==> config.mk <==
export PLATFORM = sky130hd
export DESIGN_NAME = uart_capture_line_encoder_top
export DESIGN_NICKNAME = d
export VERILOG_FILES = /design/src/ucle_pkg.sv /design/src/ucle_dec_unit.sv /design/src/uart_capture_line_encoder_top.sv
export SDC_FILE = /design/constraint.sdc
export NUM_CORES = 1
export LEC_CHECK = 0
export ABC_CLOCK_PERIOD_IN_PS = 14250
export BUFFER_PORTS_ARGS = -buffer_cell sky130_fd_sc_hd__clkbuf_2
export CAP_MARGIN = 40
export CORE_MARGIN = 8
export CORE_UTILIZATION = 52
export CTS_CLUSTER_SIZE = 8
export DETAILED_ROUTE_END_ITERATION = 8
export PLACE_DENSITY_LB_ADDON = 0.1
export SETUP_SLACK_MARGIN = 0.02
export SYNTH_ARGS = -nofsm -noshare
export SYNTH_HDL_FRONTEND = slang
export SYNTH_SLANG_ARGS = --single-unit
==> constraint.sdc <==
create_clock -name clock -period 14.25 [get_ports clock]
set_input_delay 3.5625 -clock clock [delete_from_list [all_inputs] [get_ports clock]]
set_output_delay 3.5625 -clock clock [all_outputs]
set_load 0.01 [all_outputs]
==> src/ucle_pkg.sv <==
// ----------------------------------------------------------------------------
// ucle_pkg: shared types and constants of the UART capture line encoder
// Holds the fixed text fragments, base64 alphabet, status and segment codes.
// ----------------------------------------------------------------------------
`default_nettype none
package ucle_pkg;

   // status codes
   localparam logic [1:0] STATUS_OK    = 2'd0;
   localparam logic [1:0] STATUS_OVF   = 2'd1;
   localparam logic [1:0] STATUS_NOSPC = 2'd2;

   // fixed text lengths
   localparam int HEAD_LEN = 25;
   localparam int TS_LEN   = 16;
   localparam int DATA_LEN = 13;
   localparam int TAIL_LEN = 3;
   localparam int FIXED_LEN = HEAD_LEN + TS_LEN + DATA_LEN + TAIL_LEN;

   // segment codes for the character sequencer
   localparam logic [2:0] SEG_HEAD = 3'd0;
   localparam logic [2:0] SEG_CH   = 3'd1;
   localparam logic [2:0] SEG_TS   = 3'd2;
   localparam logic [2:0] SEG_TS_D = 3'd3;
   localparam logic [2:0] SEG_DATA = 3'd4;
   localparam logic [2:0] SEG_B64  = 3'd5;
   localparam logic [2:0] SEG_TAIL = 3'd6;
   localparam logic [2:0] SEG_DONE = 3'd7;

   // result word handed from core to output stage
   typedef struct packed {
      logic [63:0] text_chars;
      logic [3:0]  char_count;
      logic [1:0]  status;
      logic [8:0]  line_length;
      logic        last_word;
   } word_type;

   function automatic logic [7:0] head_char(input logic [4:0] i);
      logic [8*HEAD_LEN-1:0] s;
      s = "{\"type\":\"uart\",\"channel\":";
      return s[8*(HEAD_LEN-1-i) +: 8];
   endfunction

   function automatic logic [7:0] ts_char(input logic [4:0] i);
      logic [8*TS_LEN-1:0] s;
      s = {",\"timestamp", "_us\":"};
      return s[8*(TS_LEN-1-i) +: 8];
   endfunction

   function automatic logic [7:0] data_char(input logic [4:0] i);
      logic [8*DATA_LEN-1:0] s;
      s = {",\"data_", "b64\":\""};
      return s[8*(DATA_LEN-1-i) +: 8];
   endfunction

   function automatic logic [7:0] tail_char(input logic [4:0] i);
      logic [8*TAIL_LEN-1:0] s;
      s = "\"}\n";
      return s[8*(TAIL_LEN-1-i) +: 8];
   endfunction

   function automatic logic [7:0] b64_char(input logic [5:0] v);
      logic [7:0] c;
      if (v < 6'd26) c = 8'd65 + {2'b00, v};
      else if (v < 6'd52) c = 8'd71 + {2'b00, v};
      else if (v < 6'd62) c = {2'b00, v} - 8'd4;
      else if (v == 6'd62) c = 8'd43;
      else c = 8'd47;
      return c;
   endfunction

endpackage
`default_nettype wire

==> src/ucle_dec_unit.sv <==
// ----------------------------------------------------------------------------
// ucle_dec_unit: iterative decimal digit extractor
// Converts a 64-bit value to 20 BCD digits by shift-and-add-three, one bit per
// cycle, then counts the significant digits; digits read out high first.
// ----------------------------------------------------------------------------
`default_nettype none
module ucle_dec_unit (
   input  wire logic        clock,
   input  wire logic        reset,
   input  wire logic        start,
   input  wire logic [63:0] value,
   input  wire logic        pop,
   output logic             busy,
   output logic [4:0]       digit_count,
   output logic [7:0]       top_char
);
   localparam logic [1:0] ST_IDLE  = 2'd0;
   localparam logic [1:0] ST_SHIFT = 2'd1;
   localparam logic [1:0] ST_COUNT = 2'd2;

   logic [1:0]       state_ff, state_in;
   logic [63:0]      bin_ff, bin_in;
   logic [19:0][3:0] bcd_ff, bcd_in;
   logic [19:0][3:0] adj;
   logic [5:0]       bit_ff, bit_in;
   logic [4:0]       cnt_ff, cnt_in;
   logic [4:0]       sig;

   // add three to every digit of five or more ahead of the shift
   always_comb begin
      for (int k = 0; k < 20; k++)
         adj[k] = (bcd_ff[k] >= 4'd5) ? bcd_ff[k] + 4'd3 : bcd_ff[k];
   end

   // significant digits, at least one so zero reads as "0"
   always_comb begin
      sig = 5'd1;
      for (int k = 1; k < 20; k++)
         if (bcd_ff[k] != 4'd0) sig = 5'(k + 1);
   end

   // sequencer: load, 64 shift steps, digit count
   always_comb begin
      state_in = state_ff;
      bin_in   = bin_ff;
      bcd_in   = bcd_ff;
      bit_in   = bit_ff;
      cnt_in   = cnt_ff;
      case (state_ff)
         ST_IDLE: begin
            if (start) begin
               state_in = ST_SHIFT;
               bin_in   = value;
               bcd_in   = '0;
               bit_in   = 6'd0;
               cnt_in   = 5'd0;
            end else if (pop && cnt_ff != 5'd0) begin
               cnt_in = cnt_ff - 5'd1;
            end
         end
         ST_SHIFT: begin
            bcd_in = 80'({adj, bin_ff[63]});
            bin_in = {bin_ff[62:0], 1'b0};
            bit_in = bit_ff + 6'd1;
            if (bit_ff == 6'd63) state_in = ST_COUNT;
         end
         ST_COUNT: begin
            cnt_in   = sig;
            state_in = ST_IDLE;
         end
         default: state_in = ST_IDLE;
      endcase
   end

   always_ff @(posedge clock) begin
      if (reset) begin
         state_ff <= ST_IDLE;
         cnt_ff   <= 5'd0;
      end else begin
         state_ff <= state_in;
         cnt_ff   <= cnt_in;
      end
      bin_ff <= bin_in;
      bcd_ff <= bcd_in;
      bit_ff <= bit_in;
   end

   assign busy        = (state_ff != ST_IDLE);
   assign digit_count = cnt_ff;
   assign top_char    = (cnt_ff == 5'd0) ? 8'd48 : {4'h3, bcd_ff[cnt_ff - 5'd1]};

`ifndef ASSERT_OFF
   a_cnt_bound: assert property (@(posedge clock) disable iff (reset) cnt_ff <= 5'd20)
      else $error("digit count out of range");
   a_start_idle: assert property (@(posedge clock) disable iff (reset)
      (start && !busy) |=> busy)
      else $error("converter did not start");
   a_shift_end: assert property (@(posedge clock) disable iff (reset)
      (state_ff == ST_SHIFT && bit_ff == 6'd63) |=> (state_ff == ST_COUNT))
      else $error("shift sequence did not end");
`endif
endmodule
`default_nettype wire

==> src/uart_capture_line_encoder_top.sv <==
// ----------------------------------------------------------------------------
// uart_capture_line_encoder_top: UART event to base64 text line framer
// Collects bytes, then emits the text line as 8-character words.
// ----------------------------------------------------------------------------
// Non-last items are taken at one per cycle while collecting. A last item starts
// a line: four decimal conversions, then one character per cycle while the output
// is free, with base64 bytes loaded one at a time per group; input stalled throughout.
// A too-many-bytes result goes through ST_ERR to the output word register.
// Output word register decouples the rsp stall from the character sequencer.
// Reset (synchronous, active high) clears counters, flags and line_capacity
// to 4095; the byte store holds no reset value.
`default_nettype none
module uart_capture_line_encoder_top #(
   parameter int MAX_DATA_BYTES = 48
) (
   input  wire logic        clock,
   input  wire logic        reset,
   input  wire logic        req_valid,
   output logic             req_stall,
   input  wire logic [7:0]  req_data_byte,
   input  wire logic        req_last_byte,
   input  wire logic [7:0]  req_channel,
   input  wire logic [63:0] req_event_time,
   output logic             rsp_valid,
   input  wire logic        rsp_stall,
   output logic [63:0]      rsp_text_chars,
   output logic [3:0]       rsp_char_count,
   output logic [1:0]       rsp_status,
   output logic [8:0]       rsp_line_length,
   output logic             rsp_last_word,
   input  wire logic        csr_valid,
   output logic             csr_ready,
   input  wire logic [11:0] csr_line_capacity
);
   import ucle_pkg::*;

   localparam int CW = $clog2(MAX_DATA_BYTES + 1);
   localparam int AW = (MAX_DATA_BYTES > 1) ? $clog2(MAX_DATA_BYTES) : 1;

   localparam logic [3:0] ST_COLLECT = 4'd0;
   localparam logic [3:0] ST_DCH     = 4'd1;
   localparam logic [3:0] ST_DTS     = 4'd2;
   localparam logic [3:0] ST_CHECK   = 4'd3;
   localparam logic [3:0] ST_EMIT    = 4'd4;
   localparam logic [3:0] ST_FLUSH   = 4'd5;
   localparam logic [3:0] ST_ERR     = 4'd6;
   localparam logic [3:0] ST_DCH2    = 4'd7;

   logic [3:0]    state_ff, state_in;
   logic [11:0]   cap_ff;
   logic [CW-1:0] count_ff, count_in;
   logic          ovf_ff, ovf_in;
   logic [7:0]    store_ff [MAX_DATA_BYTES];
   logic [7:0]    rd_ff;
   logic [AW-1:0] rd_addr;
   logic [CW-1:0] n_ff;
   logic [63:0]   ts_ff;
   logic [7:0]    ch_ff;
   logic [4:0]    chn_ff, tsn_ff;
   logic [8:0]    len_ff;
   logic [1:0]    err_ff;

   // character sequencer state
   logic [2:0]    seg_ff, seg_in;
   logic [8:0]    idx_ff, idx_in;   // index within segment
   logic [1:0]    ph_ff, ph_in;     // base64 phase within group
   logic [23:0]   grp_ff, grp_in;
   logic [1:0]    ld_ff, ld_in;     // base64 bytes loaded
   logic [63:0]   acc_ff, acc_in;
   logic [3:0]    accn_ff, accn_in;
   logic [8:0]    pos_ff, pos_in;
   logic [CW-1:0] bi_ff, bi_in;     // next byte to read

   // output register
   word_type      out_ff, out_in;
   logic          ov_ff, ov_in;

   // decimal unit
   logic          d_start, d_busy, d_pop;
   logic [63:0]   d_value;
   logic [4:0]    d_cnt;
   logic [7:0]    d_char;

   ucle_dec_unit u_dec (
      .clock(clock), .reset(reset), .start(d_start), .value(d_value),
      .pop(d_pop), .busy(d_busy), .digit_count(d_cnt), .top_char(d_char)
   );

   logic          accept, out_free;
   logic          put;
   logic [7:0]    ch;
   logic [8:0]    len_calc;
   logic [8:0]    b64len;
   logic [15:0]   third_mul;

   assign accept    = req_valid && !req_stall;
   assign req_stall = (state_ff != ST_COLLECT);
   assign out_free  = !ov_ff || !rsp_stall;
   assign csr_ready = 1'b1;
   assign rd_addr   = bi_ff[AW-1:0];
   // (n + 2) / 3 as multiply by 171 and shift by 9, exact for n up to 381
   assign third_mul = (16'(n_ff) + 16'd2) * 16'd171;
   assign b64len    = {third_mul[15:9], 2'b00};
   assign len_calc  = 9'(FIXED_LEN) + 9'(chn_ff) + 9'(tsn_ff) + b64len;

   // configuration register
   always_ff @(posedge clock) begin
      if (reset) cap_ff <= 12'd4095;
      else if (csr_valid) cap_ff <= csr_line_capacity;
   end

   // byte store: write on collect, registered read for base64
   always_ff @(posedge clock) begin
      if (accept && count_ff < CW'(MAX_DATA_BYTES))
         store_ff[count_ff[AW-1:0]] <= req_data_byte;
      rd_ff <= store_ff[rd_addr];
   end

   // character sequencer: one character per cycle when output is free and no conversion or byte load holds it
   always_comb begin
      state_in = state_ff;
      count_in = count_ff;
      ovf_in   = ovf_ff;
      seg_in   = seg_ff;
      idx_in   = idx_ff;
      ph_in    = ph_ff;
      grp_in   = grp_ff;
      ld_in    = ld_ff;
      acc_in   = acc_ff;
      accn_in  = accn_ff;
      pos_in   = pos_ff;
      bi_in    = bi_ff;
      out_in   = out_ff;
      ov_in    = ov_ff && rsp_stall;
      d_start  = 1'b0;
      d_value  = ts_ff;
      d_pop    = 1'b0;
      put      = 1'b0;
      ch       = 8'd0;
      case (state_ff)
         ST_COLLECT: begin
            if (accept) begin
               if (count_ff < CW'(MAX_DATA_BYTES)) count_in = count_ff + CW'(1);
               else ovf_in = 1'b1;
               if (req_last_byte) begin
                  count_in = '0;
                  ovf_in   = 1'b0;
                  if (ovf_ff || count_ff >= CW'(MAX_DATA_BYTES)) state_in = ST_ERR;
                  else state_in = ST_DCH;
               end
            end
         end
         ST_DCH: begin
            d_start  = 1'b1;
            d_value  = {56'd0, ch_ff};
            state_in = ST_DCH2;
         end
         ST_DCH2: begin
            if (!d_busy) begin
               d_start  = 1'b1;
               state_in = ST_DTS;
            end
         end
         ST_DTS: begin
            if (!d_busy) state_in = ST_CHECK;
         end
         ST_CHECK: begin
            seg_in  = SEG_HEAD;
            idx_in  = 9'd0;
            ph_in   = 2'd0;
            ld_in   = 2'd0;
            bi_in   = '0;
            acc_in  = 64'd0;
            accn_in = 4'd0;
            pos_in  = 9'd0;
            if (len_calc > 9'(cap_ff) && cap_ff < 12'd512) state_in = ST_ERR;
            else begin
               state_in = ST_EMIT;
               d_start  = 1'b1;
               d_value  = {56'd0, ch_ff};
            end
         end
         ST_EMIT: begin
            if (!d_busy) begin
               case (seg_ff)
                  SEG_HEAD: begin
                     put = 1'b1; ch = head_char(idx_ff[4:0]);
                  end
                  SEG_CH: begin
                     put = 1'b1; ch = d_char; d_pop = out_free;
                  end
                  SEG_TS: begin
                     put = 1'b1; ch = ts_char(idx_ff[4:0]);
                  end
                  SEG_TS_D: begin
                     put = 1'b1; ch = d_char; d_pop = out_free;
                  end
                  SEG_DATA: begin
                     put = 1'b1; ch = data_char(idx_ff[4:0]);
                  end
                  SEG_B64: begin
                     // load three bytes one at a time, zero past the last byte, then four chars
                     if (ld_ff != 2'd3 && ph_ff == 2'd0) begin
                        put = 1'b0;
                     end else begin
                        put = 1'b1;
                        case (ph_ff)
                           2'd0: ch = b64_char(grp_ff[23:18]);
                           2'd1: ch = b64_char(grp_ff[17:12]);
                           2'd2: ch = (9'(n_ff) - idx_ff > 9'd1) ?
                                      b64_char(grp_ff[11:6]) : 8'd61;
                           default: ch = (9'(n_ff) - idx_ff > 9'd2) ?
                                      b64_char(grp_ff[5:0]) : 8'd61;
                        endcase
                     end
                  end
                  SEG_TAIL: begin
                     put = 1'b1; ch = tail_char(idx_ff[4:0]);
                  end
                  default: put = 1'b0;
               endcase

               // base64 byte loader through the registered read port
               if (seg_ff == SEG_B64 && ph_ff == 2'd0 && ld_ff != 2'd3) begin
                  if (bi_ff != CW'(idx_ff) + CW'(ld_ff) + CW'(1) || ld_ff == 2'd0) begin
                     if (bi_ff == CW'(idx_ff) + CW'(ld_ff)) bi_in = bi_ff + CW'(1);
                  end
                  if (bi_ff == CW'(idx_ff) + CW'(ld_ff) + CW'(1)) begin
                     grp_in = grp_ff | ((9'(n_ff) > idx_ff + 9'(ld_ff)) ?
                              (24'(rd_ff) << (5'd16 - 5'(8 * ld_ff))) : 24'd0);
                     ld_in  = ld_ff + 2'd1;
                  end
               end

               if (put && out_free) begin
                  acc_in  = acc_ff | (64'(ch) << {accn_ff[2:0], 3'b000});
                  accn_in = accn_ff + 4'd1;
                  pos_in  = pos_ff + 9'd1;
                  // advance within segment
                  case (seg_ff)
                     SEG_HEAD: if (idx_ff == 9'(HEAD_LEN - 1)) begin
                        seg_in = SEG_CH; idx_in = 9'd0; end
                        else idx_in = idx_ff + 9'd1;
                     SEG_CH: if (d_cnt == 5'd1) begin
                        seg_in = SEG_TS; idx_in = 9'd0; end
                     SEG_TS: if (idx_ff == 9'(TS_LEN - 1)) begin
                        seg_in = SEG_TS_D; idx_in = 9'd0; d_start = 1'b1; end
                        else idx_in = idx_ff + 9'd1;
                     SEG_TS_D: if (d_cnt == 5'd1) begin
                        seg_in = SEG_DATA; idx_in = 9'd0; end
                     SEG_DATA: if (idx_ff == 9'(DATA_LEN - 1)) begin
                        seg_in = (n_ff == '0) ? SEG_TAIL : SEG_B64;
                        idx_in = 9'd0; ph_in = 2'd0; ld_in = 2'd0;
                        grp_in = 24'd0; bi_in = '0; end
                        else idx_in = idx_ff + 9'd1;
                     SEG_B64: begin
                        ph_in = ph_ff + 2'd1;
                        if (ph_ff == 2'd3) begin
                           ld_in = 2'd0; grp_in = 24'd0;
                           idx_in = idx_ff + 9'd3;
                           if (idx_ff + 9'd3 >= 9'(n_ff)) begin
                              seg_in = SEG_TAIL; idx_in = 9'd0; end
                        end
                     end
                     SEG_TAIL: if (idx_ff == 9'(TAIL_LEN - 1)) seg_in = SEG_DONE;
                        else idx_in = idx_ff + 9'd1;
                     default: seg_in = SEG_DONE;
                  endcase
                  // word full or line complete: hand to output register
                  if (accn_ff == 4'd7 || pos_ff + 9'd1 == len_ff) begin
                     ov_in             = 1'b1;
                     out_in.text_chars = acc_in;
                     out_in.char_count = accn_in;
                     out_in.status     = STATUS_OK;
                     out_in.line_length = len_ff;
                     out_in.last_word  = (pos_ff + 9'd1 == len_ff);
                     acc_in  = 64'd0;
                     accn_in = 4'd0;
                     if (pos_ff + 9'd1 == len_ff) state_in = ST_FLUSH;
                  end
               end
            end
         end
         ST_FLUSH: begin
            if (out_free) state_in = ST_COLLECT;
         end
         ST_ERR: begin
            if (out_free) begin
               ov_in              = 1'b1;
               out_in.text_chars  = 64'd0;
               out_in.char_count  = 4'd0;
               out_in.status      = err_ff;
               out_in.line_length = 9'd0;
               out_in.last_word   = 1'b1;
               state_in           = ST_COLLECT;
            end
         end
         default: state_in = ST_COLLECT;
      endcase
   end

   always_ff @(posedge clock) begin
      if (reset) begin
         state_ff <= ST_COLLECT;
         count_ff <= '0;
         ovf_ff   <= 1'b0;
         ov_ff    <= 1'b0;
      end else begin
         state_ff <= state_in;
         count_ff <= count_in;
         ovf_ff   <= ovf_in;
         ov_ff    <= ov_in;
      end
      seg_ff  <= seg_in;
      idx_ff  <= idx_in;
      ph_ff   <= ph_in;
      grp_ff  <= grp_in;
      ld_ff   <= ld_in;
      acc_ff  <= acc_in;
      accn_ff <= accn_in;
      pos_ff  <= pos_in;
      bi_ff   <= bi_in;
      out_ff  <= out_in;
      // capture event fields and byte count on the last item
      if (accept && req_last_byte) begin
         ch_ff  <= req_channel;
         ts_ff  <= req_event_time;
         n_ff   <= (count_ff < CW'(MAX_DATA_BYTES)) ? count_ff + CW'(1) : count_ff;
         err_ff <= STATUS_OVF;
      end
      // digit counts are known once each conversion ends
      if (state_ff == ST_DCH2 && !d_busy) chn_ff <= d_cnt;
      if (state_ff == ST_DTS && !d_busy) tsn_ff <= d_cnt;
      if (state_ff == ST_CHECK) begin
         len_ff <= len_calc;
         err_ff <= STATUS_NOSPC;
      end
   end

   assign rsp_valid       = ov_ff;
   assign rsp_text_chars  = out_ff.text_chars;
   assign rsp_char_count  = out_ff.char_count;
   assign rsp_status      = out_ff.status;
   assign rsp_line_length = out_ff.line_length;
   assign rsp_last_word   = out_ff.last_word;

`ifndef ASSERT_OFF
   a_busy_stall: assert property (@(posedge clock) disable iff (reset)
      (state_ff != ST_COLLECT) |-> req_stall)
      else $error("input accepted while busy");
   a_err_zero: assert property (@(posedge clock) disable iff (reset)
      (rsp_valid && rsp_status != STATUS_OK) |-> (rsp_char_count == 4'd0 && rsp_last_word))
      else $error("error word malformed");
   a_count_bound: assert property (@(posedge clock) disable iff (reset)
      count_ff <= CW'(MAX_DATA_BYTES))
      else $error("byte count past maximum");
`endif
endmodule
`default_nettype wire
==> Word-level counts from Yosys, hierarchy flattened <==
Memories as Yosys holds them, arrays and structs flattened. A register that Yosys moved wholly into a read port is not among the register bits.
Cells that the tools add are included.
W data, S select, Z words.
{ "op_classes": {"addsub": 55, "n_mul": 1, "magnitude_cmp": 41, "n_eq_ne": 60, "n_shift": 6, "mux": 184, "bitwise": 3, "reduce_logical": 69} }
{ "op_table": {"columns": ["op", "count"], "rows": [
  ["$mux W80", 5],
  ["$pmux W64 S2", 3],
  ["$mux W64", 5],
  ["$pmux W80 S2", 2],
  ["$shiftx A200 B33 Y8 const A", 1],
  ["$mux W4", 41],
  ["$mux W24", 6],
  ["$mux W8", 17],
  ["$shiftx A128 B33 Y8 const A", 1],
  ["$shiftx A104 B33 Y8 const A", 1],
  ["$mux W9", 11],
  ["$ge A4 B3 Y1 const B", 20],
  ["$reduce_bool A4 Y1", 20],
  ["$add A4 B2 Y4 const B", 19],
  ["$add A7 B6 Y8 const A", 8],
  ["$or A64 B64 Y64", 1],
  ["$shl A8 B6 Y64", 1],
  ["$mux W3", 20],
  ["$mux W6", 10],
  ["$lt A6 B6 Y1 const B", 9],
  ["$pmux W9 S6", 1],
  ["$pmux W24 S2", 1],
  ["$pmux W8 S6", 1],
  ["$pmux W9 S2", 2],
  ["86 further kinds", 213]
]} }
{ "word_totals": {"regBits": 483, "ramBits": 384, "input_bits": 98, "out_inout_bits": 83, "wordCells": 470, "mem_count": 1} }
{ "mem_list": {"columns": ["name", "depth", "width", "rd", "rd_clocked_by_memory_dff", "wr", "line_no", "source"], "rows": [
  ["store_ff", 48, 8, 1, 1, 1, "uart_capture_line_encoder_top.sv:53", "logic [7:0] store_ff [MAX_DATA_BYTES];"]
]} }

==> Depth between registers and ports, before layout <==
Gate-level depths: netlist of run 1.
{ "depth": {"ltp_word": 21, "mapped_depth": 35} }

==> Hierarchy <==
A second synthesis of run 1 with hierarchy kept.
{ "unflattened": {"hier_cells": 3559, "hier_area_um2": 44111.1} }
{ "by_module_without_submodules": {"columns": ["module", "n_inst", "cells_per_inst", "area_each_um2"], "rows": [
  ["uart_capture_line_encoder_top", 1, 2650, 35028.6],
  ["ucle_dec_unit", 1, 909, 9082.5]
]} }

==> Worst setup path after synthesis of run 1 <==
OpenSTA, ideal clock, no wires.
{ "synth_path": {"kind": "register -> register", "start": "register n_ff[1]", "end": "register u_dec.bcd_ff[0] (netlist name) (enable)", "setup_time_ps": 662, "t_arrival_ps": 13259, "slack_ps": 329, "path_stages_with_launch": 30, "synth_period_minus_slack_ps": 13921, "cell_sequence": "edfxtp_1 > nand3_1 > nor3_1 > ha_1 > fa_1 > inv_1 > fa_1 > inv_1 > fa_1 > ha_1 > or3_1 > o21ai_0 > xor2_1 > fa_1 > fa_1 > inv_1 > ha_1 > a21o_1 > a21oi_1 > o21bai_1 > a21oi_1 > xnor2_1 > ha_1 > nand2_1 > o31ai_1 > a211oi_1 > nor2_1 > clkbuf_1 > nor3b_1 > nor2_1"} }
{ "synth_via": {"elab_chain_cells": 9} }
{ "synth_rtl": {"columns": ["item", "line_no", "source"], "rows": [
  ["from (decl)", "uart_capture_line_encoder_top.sv:56", "logic [CW-1:0] n_ff;"],
  ["from (signal assigned)", "uart_capture_line_encoder_top.sv:328", "n_ff <= (count_ff < CW'(MAX_DATA_BYTES)) ? count_ff + CW'(1) : count_ff;"],
  ["$add A6 B2 Y7", "uart_capture_line_encoder_top.sv:102", "assign third_mul = (16'(n_ff) + 16'd2) * 16'd171;"],
  ["$mul A7 B8 Y15", "uart_capture_line_encoder_top.sv:102", null],
  ["$add A8 B8 Y9", "uart_capture_line_encoder_top.sv:104", "assign len_calc = 9'(FIXED_LEN) + 9'(chn_ff) + 9'(tsn_ff) + b64len;"],
  ["net len_calc[7]", "uart_capture_line_encoder_top.sv:92", "logic [8:0] len_calc;"],
  ["$gt A9 B9 Y1", "uart_capture_line_encoder_top.sv:176", "if (len_calc > 9'(cap_ff) && cap_ff < 12'd512) state_in = ST_ERR;"],
  ["$logic_and A1 B1 Y1", "uart_capture_line_encoder_top.sv:176", null],
  ["$mux W1", "uart_capture_line_encoder_top.sv:176", null],
  ["$pmux W1 S4", "uart_capture_line_encoder_top.sv:140", "case (state_ff)"],
  ["$ne A2 B2 Y1 (no line)", null, null],
  ["$reduce_and A2 Y1 (no line)", null, null],
  ["to (signal assigned)", "ucle_dec_unit.sv:84", "bcd_ff <= bcd_in;"],
  ["to (decl)", "ucle_dec_unit.sv:23", "logic [19:0][3:0] bcd_ff, bcd_in;"]
]} }
The timed path passes the listed nets, and every way through them passes these cells.
A chain may end at the register's enable or synchronous reset.

==> Final worst setup path of run 1 <==
{ "layout_path": {"start": "register n_ff[1]", "end": "register u_dec.bcd_ff[74] (netlist name) (enable)"} }
Same word-level chain as after synthesis.

==> impl_metrics.ini, run 1 <==
[floorplanning]
start_util = 0.522
core_area_mm2 = 0.0833
rows = 106
die_x_um = 305
io_pins = 181
die_h_um = 305
die_area_mm2 = 0.0932

[cts]
clock_path_buffers = 3
htree_levels = 3
postCtsHoldBufs = 0
clk_pin_slew_ns = 0.05
clock-root-buffer = clkbuf_16
ctsResizeCount = 0
worstSkewPairLatency_ns = 0.69
cts_buffers = 120
cts.sinks = 874
tritoncts = done
post_cts_buffers = 0

[pwr]
finalPower_mw = 10.0
ir_drop_mv = 0.204
total_leakage_power_nw = 17.5
power_density_mw_per_mm2 = 204

[final_layout]
stdcell_count = 4732
multi_input_area_mm2 = 0.0164
area_growth_pct = 13.1
n_antenna_cell = 0
drive_gt1_frac = 0.162
regArea_mm2 = 0.0258
nets = 3856
fill_cells = 6590
fin_area_mm2 = 0.0492

[setup_path]
critical_path_class = flop to flop
arrival_ns = 10.15
cp-start-kind = flop
max_stage_delay_ns = 0.60
cp-end-kind = flop
crit_required_ns = 14.56
cpMaxStageDelayCell = buf_4
crit_fanout = 70

[status]
status = finished clean

[drt]
first_pass_iters = 7
via_count = 28566
postRouteAntennaNets = 0
remaining_drc_errors = 0
first_iter_violations = 2419
routed_via_density = 6.04
dr_wl_met3_mm = 6.91
wl_met2_mm = 49.7
routedWlPerCell_um = 22.5
postRouteWirelength_mm = 106
wl_met1_mm = 46.9
highest_layer = met4

[job]
cap_violations = 0

[synth]
syn_inst = 3405
yosys-top-cells-area = edfxtp_1 58%, mux4_2 7.2%, ha_1 4.5%, nand2_1 2.7%, nor2_1 2.5%
yosys-top-cells-count = 834 x edfxtp_1, 314 x nand2_1, 295 x nor2_1
postSynth.asyncResetShare = 0
synth.most_common_cell = edfxtp_1
synth-edff-count = 834
ys_seq_area_frac = 0.594
ys_warn_count = 0
synth_seq_cells = 874
ys_types = 103
syn_avg_cell_area_um2 = 12.8
yosys.area.top_type = edfxtp_1
synth_fp_nets = 3676
synth_top_area_share = 0.576
synth_top_flop_cell = edfxtp_1
synthesis.area_mm2 = 0.0435

[grt]
antenna_found_initial = 1
grt_overflow = 0
grt_pass1_vias = 28599
grt_max_degree = 101
grt_pass1_wl_mm = 166
track_usage = 0.224

[sta]
clock_skew_ns = 0.0313
period_share = 0.691
finalMaxSlewViolations = 0
maxSlewHeadroom = 0.355
worst_pin_slew_ns = 0.965
tns_ns = 0
fin_crit_ns = 9.84
hold_viol_final = 0
rsz0062_at_grt = false
setup_viol_count_final = 0
fmax_mhz = 102
fin_hold_ws_ns = 0.463

[placement]
placement.io_buffers = 179
dp_cells = 4543
dpl_cell_area_mm2 = 0.0458
gp_congestion = 0.928
hpwl_mm = 73.8

[worst_hold_path]
hold_class = flop to flop
report_power, final:
part	switching [mW]	total, mW	leakage (nW)	internal [mW]
combinational	2.15	3.56	7.83	1.41
clock	1.05	2.61	1.64	1.56
sequential	0.375	3.87	8.03	3.49
total	3.57	10.0	17.5	6.47
final timing paths:
kind / startpoint / endpoint / slack [ns] / cells after the start
setup / recovery: n_ff[1]$_DFFE_PP_ / u_dec.bcd_ff[74]$_SDFFCE_PN0P_ / 4.41 / 34
hold reg to reg: err_ff[0]$_SDFFE_PP0P_ / err_ff[0]$_SDFFE_PP0P_ / 0.46 / 2
setup reg to reg: n_ff[1]$_DFFE_PP_ / u_dec.bcd_ff[74]$_SDFFCE_PN0P_ / 4.41 / 34
hold / removal: err_ff[0]$_SDFFE_PP0P_ / err_ff[0]$_SDFFE_PP0P_ / 0.46 / 2
kinds of logic (layout without fill, tap and decap cells):
family,after synthesis,in the layout,share of synthesized area
flip-flops,874,874,0.594
adder cells (fa/ha/maj),174,174,0.0526
other,1,1,0.0000862
multiplexers,186,186,0.0832
AND/OR/NAND/NOR,1023,1023,0.112
AO/OA/AOI/OAI,674,674,0.0999
buffers and inverters,344,591,0.0314
XOR/XNOR,129,129,0.0273
cell usage in the layout, fill, tap and decap left out, types with 11 or more instances in the layout:
| master | count |
|---|---|
| mux2i_1 | 42 |
| inv_1 | 150 |
| clkbuf_16 | 120 |
| clkbuf_1 | 58 |
| clkbuf_2 | 179 |
| a211oi_1 | 20 |
| dfxtp_1 | 40 |
| a21oi_2 | 11 |
| and3_1 | 22 |
| o21ai_0 | 188 |
| nand3_1 | 77 |
| nor3_1 | 68 |
| xnor2_1 | 81 |
| nand4_1 | 19 |
| a32o_1 | 26 |
| a21oi_1 | 206 |
| o31ai_1 | 12 |
| a31oi_1 | 22 |
| ha_1 | 158 |
| fa_1 | 15 |
| xor2_1 | 43 |
| a22o_1 | 17 |
| mux4_2 | 140 |
| a21o_1 | 12 |
| nand2b_1 | 45 |
| o221ai_1 | 12 |
| o211ai_1 | 24 |
| nor2b_1 | 16 |
| and2_1 | 62 |
| buf_4 | 50 |
| nand3b_1 | 11 |
| nor3b_1 | 12 |
| nand2_1 | 313 |
| edfxtp_1 | 834 |
| or3_1 | 12 |
| nor2_1 | 293 |
per-layer routing:
metal,vias to the layer above,track usage
met5,-,0
met1,14200,0.319
met3,167,0.0361
met4,0,0.0728
li1,13173,-
met2,1026,0.353
layout make-up:
type | instances | area share
timing repair buffer | 245 | 0.0333
inverter | 157 | 0.0120
sequential | 874 | 0.525
clock buffer | 179 | 0.0657
tap | 1080 | 0.0275
clock inverter | 10 | 0.00394
multi-input combinational | 2187 | 0.333
per-stage QoR:
| step | utilization | worst slack [ns] |
|---|---|---|
| after floorplan | - | 0.329 |
| after global placement | 0.545 | 4.25 |
| after detailed placement | 0.550 | 4.37 |
| after CTS | 0.591 | 4.29 |
| after global routing | 0.591 | 3.65 |
| final | 0.591 | 4.41 |
worst max-delay path, delay by kind of cell (launching register included):
| kind | cells | cell delay [ns] |
|---|---|---|
| AOI/OAI and AO/OA | 7 | 1.30 |
| xor gates and xnor gates | 2 | 0.46 |
| adders and majority gates | 10 | 3.49 |
| buffers and inverters | 9 | 1.85 |
| DFF | 1 | 0.54 |
| and+or+nand+nor | 6 | 1.73 |
flip-flops by register name, indices dropped and copies added (netlist names), 9 cells and up:
name             cells
grp_ff              24
len_ff               9
u_dec.bin_ff        64
ts_ff               64
rsp_text_chars      64
rsp_line_length      9
pos_ff               9
u_dec.bcd_ff        80
cap_ff              12
acc_ff              64
idx_ff               9
store_ff           384
(Power assumes the default switching activity.)
==> run 2, diff against run 1 <==
--- a/config.mk
+++ b/config.mk
@@ -5,7 +5,8 @@
 export SDC_FILE = /design/constraint.sdc
 export NUM_CORES = 1
 export LEC_CHECK = 0
-export ABC_CLOCK_PERIOD_IN_PS = 14250
+export ABC_AREA = 1
+export ABC_CLOCK_PERIOD_IN_PS = 9300
 export BUFFER_PORTS_ARGS = -buffer_cell sky130_fd_sc_hd__clkbuf_2
 export CAP_MARGIN = 40
 export CORE_MARGIN = 8
==> constraint.sdc (replaced) <==
create_clock -name clock -period 9.3 [get_ports clock]
set_input_delay 2.325 -clock clock [delete_from_list [all_inputs] [get_ports clock]]
set_output_delay 2.325 -clock clock [all_outputs]
set_load 0.01 [all_outputs]
==> run 2 against run 1 <==
Synthesized cell count up 21%; non-clock buffer count decreased by 19; highest routed layer is now met5; clock-buffer cell count unchanged; synthesized area fell by 1.7%; flip-flop and latch count stayed put; clock skew up 0.0023 ns; cell count up 15%; first-iteration DRC count increased by 22%.
==> impl_metrics.ini, run 2 <==
[cts]
post_cts_buffers = 0
cts_buffers = 119
postCtsHoldBufs = 0
worstSkewPairLatency_ns = 0.69
cts.sinks = 874
clock-root-buffer = clkbuf_16
ctsResizeCount = 0
clk_pin_slew_ns = 0.05
htree_levels = 3
tritoncts = done
clock_path_buffers = 3

[synth]
synth_top_family_by_area = compound AO/OA/AOI/OAI gates
synthSimpleGateAreaFrac = 0.133
postSynth.asyncResetShare = 0
ys_seq_area_frac = 0.604
synth_fp_nets = 4402
synth-edff-count = 834
synth_top_flop_cell = edfxtp_1
ys_warn_count = 0
synth_compound_gate_area_share = 0.137
yosys-top-cells-area = edfxtp_1 59%, o21ai_0 4.8%, ha_1 4.6%, nand2_1 4.3%, a21oi_1 4.3%
synth_xor_area_frac = 0.0161
synth.most_common_cell = edfxtp_1
yosys-top-cells-count = 834 x edfxtp_1, 493 x nand2_1, 462 x nor2_1
ys_types = 60
syn_inst = 4131
synthesis.area_mm2 = 0.0428
synthAdderAreaFrac = 0.0532
muxShareOfSynthArea = 0
synth_top_area_share = 0.586
yosys.area.top_type = edfxtp_1
synth_seq_cells = 874
syn_avg_cell_area_um2 = 10.4

[setup_path]
max_stage_delay_ns = 0.53
cp-start-kind = flop
critical_path_class = flop to flop
crit_fanout = 60
cpMaxStageDelayCell = fa_1
cp-end-kind = flop
crit_required_ns = 9.65
arrival_ns = 8.77
crit_top_cell = fa_1

[grt]
grt_overflow = 0
grt_pass1_wl_mm = 166
grt_pass1_vias = 29732
track_usage = 0.227
grt_max_degree = 196
antenna_found_initial = 3

[final_layout]
drive_gt1_frac = 0.0952
n_antenna_cell = 0
final_cell_mix = 834 x edfxtp_1, 490 x nand2_1, 459 x nor2_1
nets = 4565
area_growth_pct = 12.8
largest_register_ffs = 384
fill_cells = 6892
stdcell_count = 5429
layout_commonest_cell = edfxtp_1

[floorplanning]
io_pins = 181
rows = 105
start_util = 0.523
die_x_um = 303
core_area_mm2 = 0.0817
die_area_mm2 = 0.0917
die_h_um = 303

[drt]
routed_via_density = 5.68
postRouteAntennaNets = 0
remaining_drc_errors = 0
postRouteWirelength_mm = 106
via_count = 30845
first_pass_iters = 6
routedWlPerCell_um = 19.5
first_iter_violations = 2944

[sta]
period_share = 0.905
clock_skew_ns = 0.0336
rsz0062_at_grt = false
fin_crit_ns = 8.42
hold_viol_final = 0
fin_hold_ws_ns = 0.464
finalMaxSlewViolations = 0
fmax_mhz = 119
maxSlewHeadroom = 0.386
setup_viol_count_final = 0
worst_pin_slew_ns = 0.918
tns_ns = 0

[worst_hold_path]
hold_class = flop to flop

[pwr]
power_density_mw_per_mm2 = 323
ir_drop_mv = 0.229
finalPower_mw = 15.6
total_leakage_power_nw = 18.6

[status]
status = finished clean

[placement]
gp_congestion = 0.902
placement.io_buffers = 179
dp_cells = 5243
hpwl_mm = 69.3

[job]
cap_violations = 0
## run 2: final cells by class
cell class | count | area [µm²] | share of cell area
clock buffer | 179 | 3210 | 0.0666
clock inverter | 7 | 130 | 0.00270
inverter | 449 | 1690 | 0.0350
multi-input combinational | 2624 | 14600 | 0.302
sequential | 874 | 25800 | 0.536
tap | 1070 | 1340 | 0.0277
timing repair buffer | 226 | 1480 | 0.0307
## run 2: kinds of logic (layout without fill, tap and decap cells)
family / Yosys count / count (layout)
other cells: 1 / 1
flops: 874 / 874
compound gates: 1038 / 1038
simple gates: 1336 / 1336
xor+xnor: 76 / 76
buf+inv: 633 / 861
fa+ha+maj: 173 / 173
## run 2: path summary, 6_finish.rpt
check | from | endpoint | slack, ns | depth (start not counted)
max reg2reg | n_ff[1]$_DFFE_PP_ | u_dec.bcd_ff[36]$_SDFFCE_PN0P_ | 0.88 | 32
min reg2reg | cap_ff[9]$_SDFFE_PP1P_ | cap_ff[9]$_SDFFE_PP1P_ | 0.46 | 2
min | cap_ff[9]$_SDFFE_PP1P_ | cap_ff[9]$_SDFFE_PP1P_ | 0.46 | 2
max | n_ff[1]$_DFFE_PP_ | u_dec.bcd_ff[36]$_SDFFCE_PN0P_ | 0.88 | 32
## run 2: critical path, delay by kind of cell, from the launching register on
| kind | cells | cell delay (ns) |
|---|---|---|
| fa+ha+maj | 10 | 3.84 |
| xor+xnor | 2 | 0.59 |
| compound gates | 4 | 0.95 |
| flops | 1 | 0.50 |
| simple gates | 10 | 1.47 |
| buf+inv | 6 | 0.65 |
## run 2: stage by stage
stage	utilization	cell area [µm²]	setup WS (ns)
2_1_floorplan	-	42800	0.506
3_3_place_gp	0.546	44600	0.969
3_5_place_dp	0.550	44900	0.818
4_1_cts	0.591	48300	0.809
5_1_grt	0.591	48300	0.254
6_report	0.591	48300	0.881
## run 2: power breakdown
group	switching (mW)	internal (mW)
registers	0.409	5.45
logic	3.94	1.85
clock network	1.59	2.34
total	5.94	9.64
## run 2: metal layers
| metal | GRT usage | wire length (µm) |
|---|---|---|
| met2 | 0.363 | 49400 |
| met1 | 0.322 | 46900 |
| met4 | 0.0641 | 2390 |
| met5 | 0 | 13 |
| met3 | 0.0333 | 7320 |
